### config.mk
export PLATFORM = sky130hd
export DESIGN_NAME = mvna_div
export DESIGN_NICKNAME = d
export VERILOG_FILES = /design/src/rtl/mvna_pkg.sv /design/src/rtl/mvna_div.sv
export SDC_FILE = /design/constraint.sdc
export NUM_CORES = 1
export LEC_CHECK = 0
export BUFFER_PORTS_ARGS = -buffer_cell sky130_fd_sc_hd__buf_2
export CAP_MARGIN = 5
export CELL_PAD_IN_SITES_DETAIL_PLACEMENT = 0
export CELL_PAD_IN_SITES_GLOBAL_PLACEMENT = 1
export CORE_MARGIN = 2
export CORE_UTILIZATION = 44
export DETAILED_ROUTE_END_ITERATION = 10
export PLACE_DENSITY = 0.78
export SLEW_MARGIN = 40
export SYNTH_ARGS = -nofsm -noshare
export SYNTH_HDL_FRONTEND = slang
export SYNTH_SLANG_ARGS = --single-unit
### constraint.sdc
create_clock -name aclk -period 3.9 [get_ports aclk]
set_input_delay 0.39 -clock aclk [delete_from_list [all_inputs] [get_ports aclk]]
set_output_delay 0.39 -clock aclk [all_outputs]
set_load 0.01 [all_outputs]
### src/rtl/mvna_pkg.sv
// Shared types, codes and fixed widths of the mesh vertex normal averager.
package mvna_pkg;

    localparam int VERTEX_SLOTS_DEF  = 1024;
    localparam int FRACTION_BITS_DEF = 16;

    localparam int INDEX_W   = 10;
    localparam int COORD_W   = 32;
    localparam int COUNT_W   = 16;
    localparam int COUNT_MAX = 65535;
    localparam int ACT_W     = 2;
    localparam int IN_TW     = 136;

    localparam int MUL_W  = 32;
    localparam int ACC_W  = 64;
    localparam int ROOT_W = 32;
    localparam int DEN_W  = 32;

    typedef enum logic [ACT_W-1:0] {
        ACT_LOAD  = 2'd0,
        ACT_TRI   = 2'd1,
        ACT_READ  = 2'd2,
        ACT_CLEAR = 2'd3
    } action_t;

    typedef struct packed {
        logic clear;
        logic issue;
        logic sub;
    } mac_ctl_t;

endpackage

### src/rtl/mvna_div.sv
// Iterative restoring divider, one quotient bit per cycle.
module mvna_div import mvna_pkg::*; #(
    parameter int QW = 34,
    parameter int SW = 6
) (
    input  logic             aclk,
    input  logic             aresetn,
    input  logic             start,
    input  logic [DEN_W:0]   rem_init,
    input  logic [QW-1:0]    feed,
    input  logic [DEN_W-1:0] divisor,
    input  logic [SW-1:0]    steps,
    output logic             done,
    output logic [QW-1:0]    quot
);

    logic [DEN_W:0]   rem_reg;
    logic [QW-1:0]    feed_reg;
    logic [QW-1:0]    quot_reg;
    logic [DEN_W-1:0] div_reg;
    logic [SW-1:0]    left_reg;
    logic             busy_reg;
    logic             done_reg;
    logic             ge;
    logic [DEN_W:0]   r1;

    assign ge = rem_reg >= {1'b0, div_reg};
    assign r1 = ge ? rem_reg - {1'b0, div_reg} : rem_reg;

    always_ff @(posedge aclk) begin
        if (!aresetn) begin
            busy_reg <= 1'b0;
            done_reg <= 1'b0;
            left_reg <= '0;
        end else begin
            done_reg <= 1'b0;
            if (start) begin
                busy_reg <= 1'b1;
                left_reg <= steps;
            end else if (busy_reg) begin
                left_reg <= left_reg - SW'(1);
                if (left_reg == SW'(1)) begin
                    busy_reg <= 1'b0;
                    done_reg <= 1'b1;
                end
            end
        end
    end

    always_ff @(posedge aclk) begin
        if (start) begin
            rem_reg  <= rem_init;
            feed_reg <= feed;
            div_reg  <= divisor;
            quot_reg <= '0;
        end else if (busy_reg) begin
            quot_reg <= {quot_reg[QW-2:0], ge};
            rem_reg  <= {r1[DEN_W-1:0], feed_reg[QW-1]};
            feed_reg <= feed_reg << 1;
        end
    end

    assign done = done_reg;
    assign quot = quot_reg;

endmodule

==> out/summary.txt <==
status -> finished, final reports clean
Final Cycle Share -> 88.21%
Final #Nets -> 943
CTS Buffer Depth -> 2
share of layout cells above drive strength 1 -> 29.77%
Crit Path Max Fanout -> 5
routed via count -> 5456
Max Clock Skew -> 12.50 ps
area of the core -> 16580 sq um
GP Congestion -> 0.8572
Syn Inst Count -> 665
clk_lat worst skew -> 420 ps
first-pass GRT wire length -> 27280 microns
maximum vdd drop -> 344.2 uV
clock slew at reported path FFs -> 60 ps
Top Ports -> 143
syn nets -> 808
Crit. End Element -> flip-flop
CTS sink count -> 141
setup TNS -> 0 ps
die area -> 17980 sq um
die height -> 134.1 microns
Area Overhead vs Synth -> 20.32%
Synth top area share -> 39.93%
EDFF count, synth -> 99
sw frac -> 33.75%
clk root buf -> clkbuf_16
Fin. Hold Viols -> 0
Max Clk Rate -> 290.7 MHz
Setup crit start kind -> flip-flop
synth top area cells -> edfxtp_1, dfxtp_1, mux2_2
most instantiated library cell after synthesis -> edfxtp_1
largest net degree at the start of global routing -> 90
Hold Path Depth -> 1
max-slew violations -> 0
WL per Instance -> 15.94 microns
PortBufs -> 142
Clk pwr share -> 28.7%
Resize count post-CTS -> 0
initial antenna violation count -> 3
synth unique cells -> 60
fin cells -> 1033
overall routed net length -> 16460 microns
Synth async-reset ratio -> 0%
hpwl dp -> 12040 microns
CTS H-Tree Depth -> 4
Total Power -> 5510 uW
Hold Path Class -> in -> reg
max cap viols -> 0
Pwr per Cell Area -> 615.0 nW/um^2
Via-to-Cell Ratio -> 5.282
setup bufs post-CTS -> 0
prevailing post-synth register cell -> edfxtp_1
DRT antenna net count -> 0
Mapped Avg Cell Area -> 11.20 sq um
sequential area share after synthesis -> 51.22%
Max-slew headroom -> 58.55%
Lkg Pwr -> 0.003886 uW
Worst Tran Pin Value -> 621.7 ps
Synth Register Bits -> 141
vias in the first global route -> 5601
DR pass1 iterations -> 4
Total GRT Usage -> 19.11%
starting density of the core -> 44.90%
YS warnings -> 0
cts hold-fix bufs -> 0
internal power -> 3650 uW
fin crit period -> 3440 ps
cell area after synthesis -> 7446 sq um
Rows -> 47
GR Overflow Total -> 0
Logic pwr share -> 35.2%
DRC violations left -> 0
RSZ-0062 raised after global routing -> no
fill count -> 1511
CP Data Arrival Time -> 3610 ps
switching power -> 1860 uW
final setup fails -> 0
Worst R2R Path Depth -> 13
cell taking the most area after synthesis -> edfxtp_1
CTS tree -> yes
Placed Cells -> 1001
Flop pwr share -> 36.0%
Crit Path Category -> reg -> reg
starting DRC count in detailed routing -> 313
Critical Path RT -> 4070 ps
total CTS buffers -> 17
Horiz. Die Dim -> 134.1 microns
final hold slack -> 137.4 ps
# diodes -> 0
synth cell count leaders -> edfxtp_1, mux2_2, nor2_1
[area by class of cell]
type	count	area, sq um	share of cell area [%]
clock buffers	19	475.5	5.307
clock inverters	13	101.3	1.131
repair buffers	149	794.5	8.869
well taps	220	275.3	3.073
multi-input cells	445	3324	37.11
inverters	46	172.7	1.927
flip-flops and latches	141	3815	42.58
[routing by layer]
metal / part of all wire [%] / up-vias / GRT usage (%)
li1: - / 2683 / -
met1: 44 / 2609 / 24.01
met2: 48 / 143 / 30.94
met5: 0.079 / - / 0
met4: 0.91 / 2 / 4.971
met3: 7.3 / 19 / 7.559
[placed cells by master (no fill, tap or decap), types with 10 or more instances in the layout]
cell	instances
edfxtp_1	99
a21o_1	12
buf_2	141
o21ai_0	16
dfxtp_1	41
clkbuf_16	19
inv_1	48
nand2_1	44
xor2_1	13
nand4_1	10
ha_1	34
xnor2_1	19
o21ai_1	23
a211oi_1	10
mux2_2	53
a21oi_1	29
mux2i_1	34
nor2_1	48
[path summary, 6_finish.rpt]
path,startpoint,endpoint,slack [ps]
max,rem_reg[0],rem_reg[31],460
min,divisor[6],div_reg[6],140
max reg2reg,rem_reg[0],rem_reg[31],460
min reg2reg,quot[33],quot[33],500
[cells by family after synthesis]
family | synth area share, %
xor+xnor | 3.764
mux | 12.59
fa+ha+maj | 5.982
buf+inv | 4.134
simple gates | 10.30
compound gates | 12.01
flops | 51.22
[power by group through the flow]
stage | Clock (uW) | Combinational (uW) | Sequential, uW
floorplan | 0 | 1530 | 1970
global placement | 0 | 1920 | 2010
detailed placement | 0 | 1940 | 2010
CTS | 1630 | 1950 | 1990
global route | 1690 | 2190 | 2010
finish | 1580 | 1940 | 1990
[through the flow]
step	area, sq um	util (%)	worst slack, ps
after floorplan	7446	-	784.2
after global placement	8382	50.54	548.9
after global routing	8959	54.02	213.0
after detailed placement	8382	50.54	476.3
after CTS	8959	54.02	456.2
final	8959	54.02	460.0
[critical path: stages (launching register included)]
cell and delay (ps):
edfxtp_1 380, inv_1 70, ha_1 150, inv_1 50
fa_1 400, a21o_1 220, a221oi_2 370, o32ai_1 200
a211oi_4 330, o21ai_2 160, a211o_1 330, a21oi_2 160
xnor2_1 80, a221o_1 290
No activity file was read; power rests on OpenSTA's default activity.
