==> config.mk <==
export PLATFORM = sky130hd
export DESIGN_NAME = mvna_mac
export DESIGN_NICKNAME = d
export VERILOG_FILES = /design/src/rtl/mvna_pkg.sv /design/src/rtl/mvna_mac.sv
export SDC_FILE = /design/constraint.sdc
export NUM_CORES = 2
export LEC_CHECK = 0
export BUFFER_PORTS_ARGS = -buffer_cell sky130_fd_sc_hd__buf_2
export CAP_MARGIN = 30
export CORE_ASPECT_RATIO = 1.1
export CORE_UTILIZATION = 30
export DETAILED_ROUTE_END_ITERATION = 12
export PLACE_DENSITY_LB_ADDON = 0.05
export SETUP_SLACK_MARGIN = 0.1
export SLEW_MARGIN = 10
export SYNTH_ARGS = -nofsm -noshare
export SYNTH_HDL_FRONTEND = slang
export SYNTH_SLANG_ARGS = --single-unit
export TNS_END_PERCENT = 100
==> constraint.sdc <==
create_clock -name aclk -period 10.1 [get_ports aclk]
set_input_delay 0.505 -clock aclk [delete_from_list [all_inputs] [get_ports aclk]]
set_output_delay 0.505 -clock aclk [all_outputs]
set_load 0.01 [all_outputs]
==> src/rtl/mvna_pkg.sv <==
// Shared types, codes and fixed widths of the mesh vertex normal averager.
package mvna_pkg;

    localparam int VERTEX_SLOTS_DEF  = 1024;
    localparam int FRACTION_BITS_DEF = 16;

    localparam int INDEX_W   = 10;
    localparam int COORD_W   = 32;
    localparam int COUNT_W   = 16;
    localparam int COUNT_MAX = 65535;
    localparam int ACT_W     = 2;
    localparam int IN_TW     = 136;

    localparam int MUL_W  = 32;
    localparam int ACC_W  = 64;
    localparam int ROOT_W = 32;
    localparam int DEN_W  = 32;

    typedef enum logic [ACT_W-1:0] {
        ACT_LOAD  = 2'd0,
        ACT_TRI   = 2'd1,
        ACT_READ  = 2'd2,
        ACT_CLEAR = 2'd3
    } action_t;

    typedef struct packed {
        logic clear;
        logic issue;
        logic sub;
    } mac_ctl_t;

endpackage

==> src/rtl/mvna_mac.sv <==
// Shared multiplier with registered product and add/subtract accumulator.
module mvna_mac import mvna_pkg::*; (
    input  logic                    aclk,
    input  logic                    aresetn,
    input  mac_ctl_t                ctl,
    input  logic signed [MUL_W-1:0] op_a,
    input  logic signed [MUL_W-1:0] op_b,
    output logic [ACC_W-1:0]        acc
);

    logic signed [2*MUL_W-1:0] prod_reg;
    logic                      pend_reg;
    logic                      sub_reg;
    logic [ACC_W-1:0]          acc_reg;

    always_ff @(posedge aclk) begin
        if (!aresetn) begin
            pend_reg <= 1'b0;
            sub_reg  <= 1'b0;
        end else begin
            pend_reg <= ctl.issue;
            sub_reg  <= ctl.sub;
        end
    end

    always_ff @(posedge aclk) begin
        if (ctl.issue) begin
            prod_reg <= op_a * op_b;
        end
        if (ctl.clear) begin
            acc_reg <= '0;
        end else if (pend_reg) begin
            if (sub_reg) begin
                acc_reg <= acc_reg - ACC_W'(prod_reg);
            end else begin
                acc_reg <= acc_reg + ACC_W'(prod_reg);
            end
        end
    end

    assign acc = acc_reg;

endmodule

==> metrics.txt <==
Global Route Usage Sum=0.196; worst skew pair latency=0.51 ns; vias per cell=4.70; number of hold buffers added after CTS=0; Period minus WS final=8.73 ns; Post-layout nets=6269; worst hold path type=in -> reg; initial core utilization=0.303; Placer Congestion=0.829; Area contributors post-synth=sky130_fd_sc_hd__fa_1 48%, sky130_fd_sc_hd__inv_1 8.2%, sky130_fd_sc_hd__and2_1 7.2%, sky130_fd_sc_hd__ha_1 6.8%, sky130_fd_sc_hd__nand2_1 4.6%; area taken by flip-flops and latches=3250 um2; count of cell types in the netlist=89; finished layout cell area=48800 um2; Final Hold Fails=0; Detail Route Antenna Nets=0; sequential element share of the synthesized area=0.0713; WP data required=10.46 ns; Highest Clock Rate=115 MHz; most frequent cell on the critical path=sky130_fd_sc_hd__fa_1; number of remaining DRC errors=0; final setup fails=0; arrival time of the worst setup path=9.09 ns; flop and latch count out of synthesis=130; critical path start-end classification=in -> reg; library cell occupying the most area in the post-synthesis netlist=sky130_fd_sc_hd__fa_1; number of H-tree levels=4; result of the run=completed; area delta synth->final=7.25%; average wire per standard cell=21.5 um; Routed Wire Length=147000 um; number of gates given a new drive strength after cts=0; global route total overflow=0; worst-path cell with the longest stage delay=sky130_fd_sc_hd__fa_1; number of global-route vias before repair=35700; I/O pin count=133; total clock sinks=130; setup repair after global routing missed its margin=no; area fraction of the dominant cell type after synthesis=0.477; maximum fanout along the worst path=32; largest net degree at the start of global routing=74; post-route fraction of the period consumed by the critical path=0.864; filler instances=15900; FFs w/ async S/R, synth=0; Core Area=150000 um2; most frequent cell after synthesis=sky130_fd_sc_hd__fa_1; top cell types by occurrence after synthesis=1083 x sky130_fd_sc_hd__fa_1, 990 x sky130_fd_sc_hd__inv_1, 563 x sky130_fd_sc_hd__nand2_1, 523 x sky130_fd_sc_hd__and2_1, 248 x sky130_fd_sc_hd__ha_1; clock tree root buffer cell=sky130_fd_sc_hd__clkbuf_16; ordered cell list for the critical path=buf_2 > and2_1 > fa_1 > fa_1 > fa_1 > fa_1 > inv_1 > fa_1 > inv_1 > fa_1 > inv_1 > fa_1 > inv_1 > fa_1 > ha_1 > a21o_1 > a21oi_1 > o21ai_0 > a21oi_1 > a21boi_0 > o41a_1 > a2111oi_0 > a211o_1; Port Buffer Count=132; routed via count=32200; final slew viol count=0; share of final-layout standard cells stronger than drive strength 1=0.0519; Synth Flop Type=sky130_fd_sc_hd__dfxtp_1; slew at the pin with the worst max-slew slack=0.936 ns; TritonRoute pass-1 iters=5; HPWL Detailed=123000 um; full die area=153000 um2; synthesized area divided by synthesized cell count=9.27 um2; post-route insts no fill=6839; largest clock skew in the final design=0.0174 ns; Post-Synthesis Cells=4907; number of buffers created by CTS=25; die height=410 um; reported max-cap violation count=0; Cell Area, Synth=45500 um2; number of violations reported at the end of detailed-routing iteration 0=1656; cell row count=149; Yosys Warn Count=0; biggest cell delay along the critical path=0.92 ns; max_slew headroom=0.376; global-route wire length before repair=227000 um; clock tree from TritonCTS=built; Post-Syn Nets=6307; area of placed instances=48100 um2; # Post-CTS Setup Buffers=0; Bufs on Longest Clock Path=3; kind of cell with the highest combined delay on the critical path=adder cells; clock-pin slew reported for the worst setup and hold paths after clock tree synthesis=0.05 ns; number of antenna violations at the first check in global routing=12; overall die width=373 um; Setup Total Neg Slack=0 ns; area taken by multi-input logic gates=37600 um2; instance count after placement with tap cells included=6805; post-route worst hold slack=0.218 ns; number of enable flip-flop cells after synthesis=64; kind of end point of the critical path=flip-flop; CP startpoint kind=input port; Crit path buffers/inverters=5
-- worst paths after layout --
path	from	endpoint	slack, ns	depth (start not counted)
max	op_b[3]	prod_reg[60]$_DFFE_PP_	1.37	23
min reg2reg	acc[0]$_SDFFE_PP0P_	acc[0]$_SDFFE_PP0P_	0.49	2
max reg2reg	prod_reg[5]$_DFFE_PP_	acc[61]$_SDFFE_PP0P_	4.02	19
min	ctl[0]	sub_reg$_SDFF_PN0_	0.22	2
-- cell usage in the layout, fill, tap and decap left out, types with 22 or more instances in the layout --
cell type / instances
sky130_fd_sc_hd__buf_2: 132
sky130_fd_sc_hd__mux2i_1: 47
sky130_fd_sc_hd__buf_4: 56
sky130_fd_sc_hd__a21o_1: 86
sky130_fd_sc_hd__nor2_1: 172
sky130_fd_sc_hd__xor2_1: 28
sky130_fd_sc_hd__ha_1: 248
sky130_fd_sc_hd__inv_1: 990
sky130_fd_sc_hd__nand2b_1: 23
sky130_fd_sc_hd__edfxtp_1: 64
sky130_fd_sc_hd__and3_1: 22
sky130_fd_sc_hd__nand3_1: 25
sky130_fd_sc_hd__a21oi_1: 176
sky130_fd_sc_hd__nand4_1: 24
sky130_fd_sc_hd__xnor2_1: 146
sky130_fd_sc_hd__fa_1: 1083
sky130_fd_sc_hd__and2_1: 523
sky130_fd_sc_hd__nand2_1: 563
sky130_fd_sc_hd__a31oi_1: 23
sky130_fd_sc_hd__dfxtp_1: 64
sky130_fd_sc_hd__clkbuf_16: 25
sky130_fd_sc_hd__o21bai_1: 32
sky130_fd_sc_hd__nor3_1: 31
sky130_fd_sc_hd__o21ai_0: 71
-- cells by family after synthesis --
| group | count (synthesis) | synth area share |
|---|---|---|
| xor+xnor | 175 | 0.0339 |
| simple gates | 1468 | 0.163 |
| buf+inv | 1243 | 0.103 |
| mux | 48 | 0.0106 |
| fa+ha+maj | 1331 | 0.545 |
| flops | 130 | 0.0713 |
| compound gates | 512 | 0.0728 |
-- layer usage --
metal	up-vias	global-route usage	routed length, um
li1	14700	-	-
met1	16900	0.286	72900
met2	478	0.319	67600
met3	86	0.0215	4790
met4	8	0.0279	1690
met5	-	0	55
-- worst register-to-register path, cell delays in order, from the launching register on --
cell	delay (ns)
sky130_fd_sc_hd__edfxtp_1	0.41
sky130_fd_sc_hd__or4_1	0.61
sky130_fd_sc_hd__nor4_2	0.33
sky130_fd_sc_hd__and3b_1	0.38
sky130_fd_sc_hd__nor4b_4	0.41
sky130_fd_sc_hd__nand3b_2	0.22
sky130_fd_sc_hd__nor2_1	0.23
sky130_fd_sc_hd__a21oi_1	0.11
sky130_fd_sc_hd__xnor2_1	0.17
sky130_fd_sc_hd__ha_1	0.40
sky130_fd_sc_hd__a21o_1	0.24
sky130_fd_sc_hd__a21o_1	0.18
sky130_fd_sc_hd__a21oi_1	0.20
sky130_fd_sc_hd__o211ai_1	0.11
sky130_fd_sc_hd__a221oi_1	0.53
sky130_fd_sc_hd__a211oi_1	0.22
sky130_fd_sc_hd__o2111ai_1	0.45
sky130_fd_sc_hd__a211oi_1	0.17
sky130_fd_sc_hd__or3_1	0.37
sky130_fd_sc_hd__a32o_1	0.26
-- metrics by stage --
step	setup slack (ns)	util
3_3_place_gp	0.840	0.320
6_report	1.37	0.325
4_1_cts	1.26	0.325
5_1_grt	0.788	0.325
3_5_place_dp	0.778	0.320
2_1_floorplan	1.98	-
-- layout make-up --
cell class | count | share of cell area
antenna | 1 | 0.0000513
clock buffer | 26 | 0.0131
clock inverter | 7 | 0.00177
inverter | 990 | 0.0762
multi-input combinational | 3534 | 0.770
sequential | 130 | 0.0666
tap | 1963 | 0.0503
timing repair buffer | 188 | 0.0222
Power is left out: the tool's default activity adds up to more than one toggle a clock period on the data nets, which glitch-free logic cannot reach.
