==> src/rtl/mvna_pkg.sv <==
// Shared types, codes and fixed widths of the mesh vertex normal averager.
package mvna_pkg;

    localparam int VERTEX_SLOTS_DEF  = 1024;
    localparam int FRACTION_BITS_DEF = 16;

    localparam int INDEX_W   = 10;
    localparam int COORD_W   = 32;
    localparam int COUNT_W   = 16;
    localparam int COUNT_MAX = 65535;
    localparam int ACT_W     = 2;
    localparam int IN_TW     = 136;

    localparam int MUL_W  = 32;
    localparam int ACC_W  = 64;
    localparam int ROOT_W = 32;
    localparam int DEN_W  = 32;

    typedef enum logic [ACT_W-1:0] {
        ACT_LOAD  = 2'd0,
        ACT_TRI   = 2'd1,
        ACT_READ  = 2'd2,
        ACT_CLEAR = 2'd3
    } action_t;

    typedef struct packed {
        logic clear;
        logic issue;
        logic sub;
    } mac_ctl_t;

endpackage

==> src/rtl/mvna_sqrt.sv <==
// Iterative integer square root, two radicand bits per cycle.
module mvna_sqrt import mvna_pkg::*; (
    input  logic              aclk,
    input  logic              aresetn,
    input  logic              start,
    input  logic [ACC_W-1:0]  radicand,
    output logic              done,
    output logic [ROOT_W-1:0] root
);

    logic [ACC_W-1:0] rem_reg;
    logic [ACC_W-1:0] root_reg;
    logic [ACC_W-1:0] bit_reg;
    logic             busy_reg;
    logic             done_reg;
    logic [ACC_W-1:0] trial;
    logic             ge;

    assign trial = root_reg + bit_reg;
    assign ge    = rem_reg >= trial;

    always_ff @(posedge aclk) begin
        if (!aresetn) begin
            busy_reg <= 1'b0;
            done_reg <= 1'b0;
        end else begin
            done_reg <= 1'b0;
            if (start) begin
                busy_reg <= 1'b1;
            end else if (busy_reg && bit_reg[0]) begin
                busy_reg <= 1'b0;
                done_reg <= 1'b1;
            end
        end
    end

    always_ff @(posedge aclk) begin
        if (start) begin
            rem_reg  <= radicand;
            root_reg <= '0;
            bit_reg  <= ACC_W'(1) << (ACC_W - 2);
        end else if (busy_reg) begin
            if (ge) begin
                rem_reg  <= rem_reg - trial;
                root_reg <= (root_reg >> 1) + bit_reg;
            end else begin
                root_reg <= root_reg >> 1;
            end
            bit_reg <= bit_reg >> 2;
        end
    end

    assign done = done_reg;
    assign root = root_reg[ROOT_W-1:0];

endmodule

==> config.mk <==
export PLATFORM = sky130hd
export DESIGN_NAME = mvna_sqrt
export DESIGN_NICKNAME = d
export VERILOG_FILES = /design/src/rtl/mvna_pkg.sv /design/src/rtl/mvna_sqrt.sv
export SDC_FILE = /design/constraint.sdc
export NUM_CORES = 1
export LEC_CHECK = 0
export BUFFER_PORTS_ARGS = -buffer_cell sky130_fd_sc_hd__buf_2
export CORE_MARGIN = 2
export CORE_UTILIZATION = 43
export CTS_BUF_LIST = sky130_fd_sc_hd__clkbuf_8
export DETAILED_ROUTE_END_ITERATION = 6
export PLACE_DENSITY = 0.72
export SLEW_MARGIN = 5
export SYNTH_ARGS = -nofsm -noshare
export SYNTH_HDL_FRONTEND = slang
export SYNTH_SLANG_ARGS = --single-unit
==> constraint.sdc <==
create_clock -name aclk -period 5.5 [get_ports aclk]
set_clock_uncertainty 0.1 [all_clocks]
set_input_delay 1.1 -clock aclk [delete_from_list [all_inputs] [get_ports aclk]]
set_output_delay 1.1 -clock aclk [all_outputs]
set_load 0.005 [all_outputs]
==> impl_results.md, run 1 <==
- Status: completed
- Rel. slew slack: 32.82%
- Post-DP HPWL: 31.74 mm
- Mean Syn Cell Area: 7.935 um^2
- Top-area cell type share of the netlist area: 13.12%
- Clock buffer count from CTS: 17
- Synth Instances: 1885
- 1st-iter DRT viols: 1256
- Placed insts: 2397
- Die ar.: 36290 um^2
- CTS Buffer Depth: 2
- Routed vias/inst: 5.917
- Largest stage delay on the critical path: 0.42 ns
- Crit path launch type: flip-flop
- Initial DRT Pass Iterations: 5
- Top cells by area, synth: dfxtp_1 (13%), edfxtp_1 (13%), ha_1 (11%)
- CTS clock-pin slew for the worst setup and hold paths: 0.11 ns
- GRT busiest layer: met2
- Syn. warnings: 0
- Finished Layout Cells: 2448
- ANT cells: 0
- Grt ovf: 0
- Final period utilization: 96.59%
- Port Buffer Count: 99
- Vias in the first global route: 13730
- Layout cells sized above 1: 18.11%
- Most frequent cells in the layout: nand2_1 (197), nor2_1 (173), o21ai_0 (158)
- M2 GR Usage: 36.97%
- Core Area: 34370 um^2
- Slowest CP cell: or3_1
- Clock Root Buffer: clkbuf_8
- Global-route wire length before repair: 67.63 mm
- GPL Wtd Cong: 0.9175
- Critical path required time: 5.65 ns
- Type of the most critical hold path: reg2reg
- Worst Tran Pin Value: 1.008 ns
- Critical path cell sequence: ha_1, nand4_1, or3_1, o21bai_4, a211oi_2, o21ai_2, a21oi_2, o31ai_2, a21oi_2, o21bai_1, xnor2_1, ha_1, a21o_1, a21o_1, a21oi_2, o21ai_1, o21bai_1, a21oi_1, o31a_2, nor2_1, or2_4, buf_12
- Synth Flop Type: dfxtp_1
- RSZ-0062 raised after global routing: yes
- Synth Register Bits: 162
- Area Overhead vs Synth: 14.78%
- Worst path most repeated cell: a21oi_2
- ANT nets after route: 0
- Static leakage: 6.842 nW
- Hold_ws: 0.4456 ns
- Largest net degree at the start of global routing: 93
- Max-slew violations: 0
- Synthesized cell area: 14960 um^2
- Global Route Usage Sum: 22.84%
- Die height: 190.5 um
- Max frequency: 188.2 MHz
- Pwr/cell area: 379.1 nW/um^2
- H-tree depth: 4
- Crit path capture type: flip-flop
- Clk sinks: 162
- Arr. time, crit path: 5.47 ns
- Clk_lat worst skew: 0.51 ns
- Top delay family on crit path: compound AO/OA/AOI/OAI gates
- Vias: 14480
- DR DRC count: 0
- Total power: 6.508 mW
- Io pins: 100
- Crit-path max FO: 29
- Final WS setup: 0.1875 ns
- Final Critical Period: 5.312 ns
- CP Class: reg2reg
- Asr flop ratio synth: 0%
- Area leader, netlist: dfxtp_1
- Initial Util: 43.51%
- Hold_buf cts: 0
- Final nets: 2178
- Final WL: 42.71 mm
- Maximum VDD drop: 0.0002550 V
- EDFF count, synth: 64
- Final Hold Viols: 0
- Worst path buffer plus inverter count: 1
- Max Cap Viol: 0
- Post-Place Setup Slack: -0.1692 ns
- Most common cell after layout, fill and taps aside: nand2_1
- Met3 Use GR: 2.926%
- Met1 GRT Util: 31.39%
- Chip width: 190.5 um
- Netlist cell types: 82
- CTS tree: yes
- Post-synthesis sequential area ratio: 25.97%
- Net count of the mapped netlist: 2083
- Setup violators final: 0
- WL per Instance: 17.45 um
- Cell Rows: 68
- Initial antenna violation count: 0
-- final cells by class --
type / count / area (um^2)
clock inverter: 15 / 147.6
inverter: 44 / 168.9
sequential: 162 / 3891
clock buffer: 17 / 234.0
timing repair buffer: 222 / 1597
tap: 455 / 569.3
fill: 3275 / 17210
multi-input combinational: 1533 / 10560
-- path summary, 6_finish.rpt --
kind	end	cells after the start	slack, ns	start
max	rem_reg[27]$_DFFE_PP_	22	0.19	root_reg[16]$_SDFFE_PP0P_
min	bit_reg[62]$_SDFFE_PP1P_	1	0.45	bit_reg[62]$_SDFFE_PP1P_
max reg2reg	rem_reg[27]$_DFFE_PP_	22	0.19	root_reg[16]$_SDFFE_PP0P_
min reg2reg	bit_reg[62]$_SDFFE_PP1P_	1	0.45	bit_reg[62]$_SDFFE_PP1P_
-- where the power goes --
part           switching, mW  internal (mW)
Combinational           2.17           1.69
Clock                  0.533          0.372
Sequential             0.178           1.56
-- Yosys cell counts, types with 9 or more instances --
cell type and number:
inv_1 43, o211ai_1 9, a221oi_1 13, dfxtp_1 98, nor2b_1 21, buf_4 34
a21o_1 59, a21oi_1 130, clkbuf_1 93, nor3_1 23, a311oi_1 17, or3_1 22
buf_2 14, edfxtp_1 64, nor2_1 176, o31ai_1 9, nand3_1 23, o21ai_0 167
a31o_2 18, ha_1 130, and2_1 10, o21ai_1 15, o21bai_1 29, a211oi_1 41
xnor2_1 72, nand4_1 46, xor2_1 76, mux2i_1 45, nand2b_1 14, nand2_1 197
a31oi_1 52, o21a_1 11
-- cell families after synthesis --
family,synth area share [%]
multiplexers,3.388
flip-flops,25.97
AND/OR/NAND/NOR,17.72
buffers and inverters,5.889
AO/OA/AOI/OAI,27.36
adder cells (fa/ha/maj),11.01
XOR/XNOR,8.667
-- metal layers --
| metal | part of all wire (%) | routed length, um |
|---|---|---|
| met1 | 47 | 20020 |
| met2 | 45 | 19420 |
| met3 | 5.2 | 2235 |
| met4 | 2.4 | 1034 |
| met5 | 0 | 0 |
-- per-stage QoR --
stage	utilization (%)	area, um^2	setup TNS (ns)
6_report	49.95	17170	0
5_1_grt	49.95	17170	-5.739
4_1_cts	48.43	16650	0
3_5_place_dp	47.06	16180	-3.953
3_3_place_gp	47.06	16180	-0.4268
2_1_floorplan	-	14960	0
-- timing repair --
action,in CTS,in global routing
endpoints found under the setup margin,118,142
gates cloned,0,3
gates resized for setup,7,76
setup buffers,6,10
pin swaps,10,47
(Power assumes the default switching activity.)
==> run 2: changes to the inputs <==
--- a/config.mk
+++ b/config.mk
@@ -10,6 +10,7 @@
 export CORE_UTILIZATION = 43
 export CTS_BUF_LIST = sky130_fd_sc_hd__clkbuf_8
 export DETAILED_ROUTE_END_ITERATION = 6
+export MAX_ROUTING_LAYER = met4
 export PLACE_DENSITY = 0.72
 export SLEW_MARGIN = 5
 export SYNTH_ARGS = -nofsm -noshare
==> run 2 against run 1 <==
- flip-flop and latch count unchanged
- non-clock buffer count decreased by 4
- critical path depth unchanged
- count of clock-buffer cells in the layout unchanged
- cell count decreased by 0.16%
- clock power increased by 1%
- design area decreased by 0.42%
- die area unchanged
- sequential share of layout area increased by 0.12 points
- worst hold slack improved by 0.015 ns
- combinational power decreased by 3%
- largest cell class unchanged
==> impl_results.md, run 2 (same netlist as run 1, synthesis figures left out) <==
- Hold_ws: 0.4608 ns (was 0.4456 ns)
- WHS Path Cells: 2 (was 1)
- ANT cells: 0 (unchanged)
- Clock buffer count from CTS: 17 (unchanged)
- Switching power: 2.847 mW (was 2.884 mW)
- CTS tree: yes (unchanged)
- Combinational share of power: 58.6% (was 59.4%)
- Vias: 14370 (was 14480)
- Layout cells sized above 1: 18.25% (was 18.11%)
- Final Hold Viols: 0 (unchanged)
- Io pins: 100 (unchanged)
- WL per Instance: 17.52 um (was 17.45 um)
- H-tree depth: 4 (unchanged)
- Pwr/cell area: 373.3 nW/um^2 (was 379.1 nW/um^2)
- Largest net degree at the start of global routing: 92 (was 93)
- Arr. time, crit path: 5.55 ns (was 5.47 ns)
- Status: completed (unchanged)
- Largest stage delay on the critical path: 0.57 ns (was 0.42 ns)
- Sink of the worst hold path: root_reg[63]$_SDFFE_PP0P_ (was bit_reg[62]$_SDFFE_PP1P_)
- Final period utilization: 98.08% (was 96.59%)
- Routed vias/inst: 5.880 (was 5.917)
- Worst Tran Pin Value: 0.9921 ns (was 1.008 ns)
- Crit path capture type: flip-flop (unchanged)
- Port Buffer Count: 99 (unchanged)
- Final WL: 42.83 mm (was 42.71 mm)
- Critical path required time: 5.66 ns (was 5.65 ns)
- Crit path launch type: flip-flop (unchanged)
- Grt ovf: 0 (unchanged)
- 1st-iter DRT viols: 1259 (was 1256)
- Core Area: 34370 um^2 (unchanged)
- Sw frac: 44.61% (was 44.31%)
- CP Class: reg2reg (unchanged)
- Most common cell after layout, fill and taps aside: nand2_1 (unchanged)
- Clock power share: 14.3% (was 13.9%)
- Global-route wire length before repair: 67.99 mm (was 67.63 mm)
- Post-DP HPWL: 31.68 mm (was 31.74 mm)
- Rel. slew slack: 33.86% (was 32.82%)
- Initial Util: 43.51% (unchanged)
- Clk sinks: 162 (unchanged)
- Internal power: 3.535 mW (was 3.624 mW)
- Final Critical Period: 5.395 ns (was 5.312 ns)
- Setup violators final: 0 (unchanged)
- Clock Root Buffer: clkbuf_8 (unchanged)
- Vias in the first global route: 13650 (was 13730)
- Area Overhead vs Synth: 14.30% (was 14.78%)
- Max frequency: 185.4 MHz (was 188.2 MHz)
- Initial antenna violation count: 0 (unchanged)
- GPL Wtd Cong: 0.9523 (was 0.9175)
- Crit-path max FO: 6 (was 29)
- CTS clock-pin slew for the worst setup and hold paths: 0.11 ns (about the same)
- Clk_lat worst skew: 0.52 ns (was 0.51 ns)
- Maximum VDD drop: 0.0001941 V (was 0.0002550 V)
- ANT nets after route: 0 (unchanged)
- Global Route Usage Sum: 23.65% (was 22.84%)
- Type of the most critical hold path: reg2reg (unchanged)
- Critical path cell sequence: ha_4, ha_4, a21o_1, a31o_4, a211o_4, a211o_4, a21o_4, a21oi_1, nor2b_1, xnor2_2, ha_1, buf_4, nand2_1, nor4_1, nand4_1, a2111oi_1, buf_4, nor2_2, o21ai_2, a21oi_1, xor2_1, o21ai_1 (was ha_1, nand4_1, or3_1, o21bai_4, a211oi_2, o21ai_2, a21oi_2, o31ai_2, a21oi_2, o21bai_1, xnor2_1, ha_1, a21o_1, a21o_1, a21oi_2, o21ai_1, o21bai_1, a21oi_1, o31a_2, nor2_1, or2_4, buf_12)
- FILL cells: 3269 (was 3275)
- DR DRC count: 0 (unchanged)
- Top delay family on crit path: compound AO/OA/AOI/OAI gates (unchanged)
- Slowest CP cell: a2111oi_1 (was or3_1)
- Die height: 190.5 um (unchanged)
- R2R cell count: 22 (unchanged)
- DP Area: 16190 um^2 (was 16180 um^2)
- CTS Buffer Depth: 2 (unchanged)
- Die ar.: 36290 um^2 (unchanged)
- Hold path start: root_reg[63]$_SDFFE_PP0P_ (was bit_reg[62]$_SDFFE_PP1P_)
- CP Depth: 22 (unchanged)
- Setup_tns: 0 ns (unchanged)
- Part of the power in registers: 27.1% (was 26.7%)
- Reg-to-reg slack, setup: 0.11 ns (was 0.19 ns)
- Final nets: 2174 (was 2178)
- Static leakage: 6.813 nW (was 6.842 nW)
- R2r startpoint: root_reg[0]$_SDFFE_PP0P_ (was root_reg[16]$_SDFFE_PP0P_)
- Cell Rows: 68 (unchanged)
- Worst path buffer plus inverter count: 2 (was 1)
- R2R Path End: rem_reg[59]$_DFFE_PP_ (was rem_reg[27]$_DFFE_PP_)
- Chip width: 190.5 um (unchanged)
- Initial DRT Pass Iterations: 5 (unchanged)
- Max Cap Viol: 0 (unchanged)
- Max-slew violations: 0 (unchanged)
- Post-route design area: 17100 um^2 (was 17170 um^2)
- Most frequent cells in the layout: nand2_1 (196), nor2_1 (172), o21ai_0 (160) (was nand2_1 (197), nor2_1 (173), o21ai_0 (158))
- RSZ-0062 raised after global routing: yes (unchanged)
## run 2: changes by cell type in the layout (fill, tap and decap cells not counted), sizes merged
cell    previous run  this run
inv               52        53
clkbuf            20        18
buf              219       217
clkinv             4         3
## run 2: routing by layer
metal / part of all wire (%) / up-vias / GRT usage (%)
met4: 2.4 / 0 / 7.692
met2: 45 / 484 / 36.76
met1: 47 / 6709 / 31.94
met3: 5.5 / 80 / 2.871
li1: - / 7097 / -
met5: 0 / - / -
## run 2: per-stage QoR
stage	std cells	utilization [%]	power [mW]	setup WS, ns
6_report	2444	49.73	6.381	0.1054
5_1_grt	2444	49.73	6.825	-0.1174
4_1_cts	2435	48.45	6.179	0.002552
3_5_place_dp	2401	47.11	5.204	-0.1142
3_3_place_gp	2401	47.11	5.142	-0.06637
2_1_floorplan	1885	-	4.201	0.007908
## run 2: what timing repair did
action / CTS / global route
hold buffers: 0 / 0
buffers inserted: 2 / 8
setup endpoints to repair: 109 / 142
cloned: 0 / 1
pin swaps: 3 / 36
gates resized for setup: 12 / 75
## run 2: power groups by stage
stage               sequential (mW)  combinational [mW]  clock [mW]
detailed placement             1.74                3.46           0
finish                         1.73                3.74       0.914
floorplan                      1.67                2.53           0
global route                   1.75                4.10       0.970
global placement               1.74                3.40           0
CTS                            1.72                3.53       0.928
## run 2: tightest hold or removal path, cell delays in order, from the launching register on
cell,delay [ns]
dfxtp_1,0.38
nand2_1,0.09
o2bb2ai_1,0.06
## run 2: cell type report
type	count	area (um^2)	area share, %
tap	455	569.3	3.330
timing repair buffer	218	1524	8.915
multi-input combinational	1533	10560	61.77
inverter	44	168.9	0.9881
clock inverter	15	145.1	0.8490
sequential	162	3895	22.78
clock buffer	17	234.0	1.369
## run 2: how the worst max path moves through the flow
stage                                     end  slack [ns]                       from
floorplan                rem_reg[0]$_DFFE_PP_       0.008    bit_reg[0]$_SDFFE_PP0P_
global placement    root_reg[41]$_SDFFE_PP0P_       -0.07   root_reg[2]$_SDFFE_PP0P_
detailed placement  root_reg[41]$_SDFFE_PP0P_       -0.11   root_reg[0]$_SDFFE_PP0P_
CTS                     rem_reg[61]$_DFFE_PP_       0.003   root_reg[0]$_SDFFE_PP0P_
global route         root_reg[6]$_SDFFE_PP0P_       -0.12  root_reg[10]$_SDFFE_PP0P_
finish                  rem_reg[59]$_DFFE_PP_        0.11   root_reg[0]$_SDFFE_PP0P_
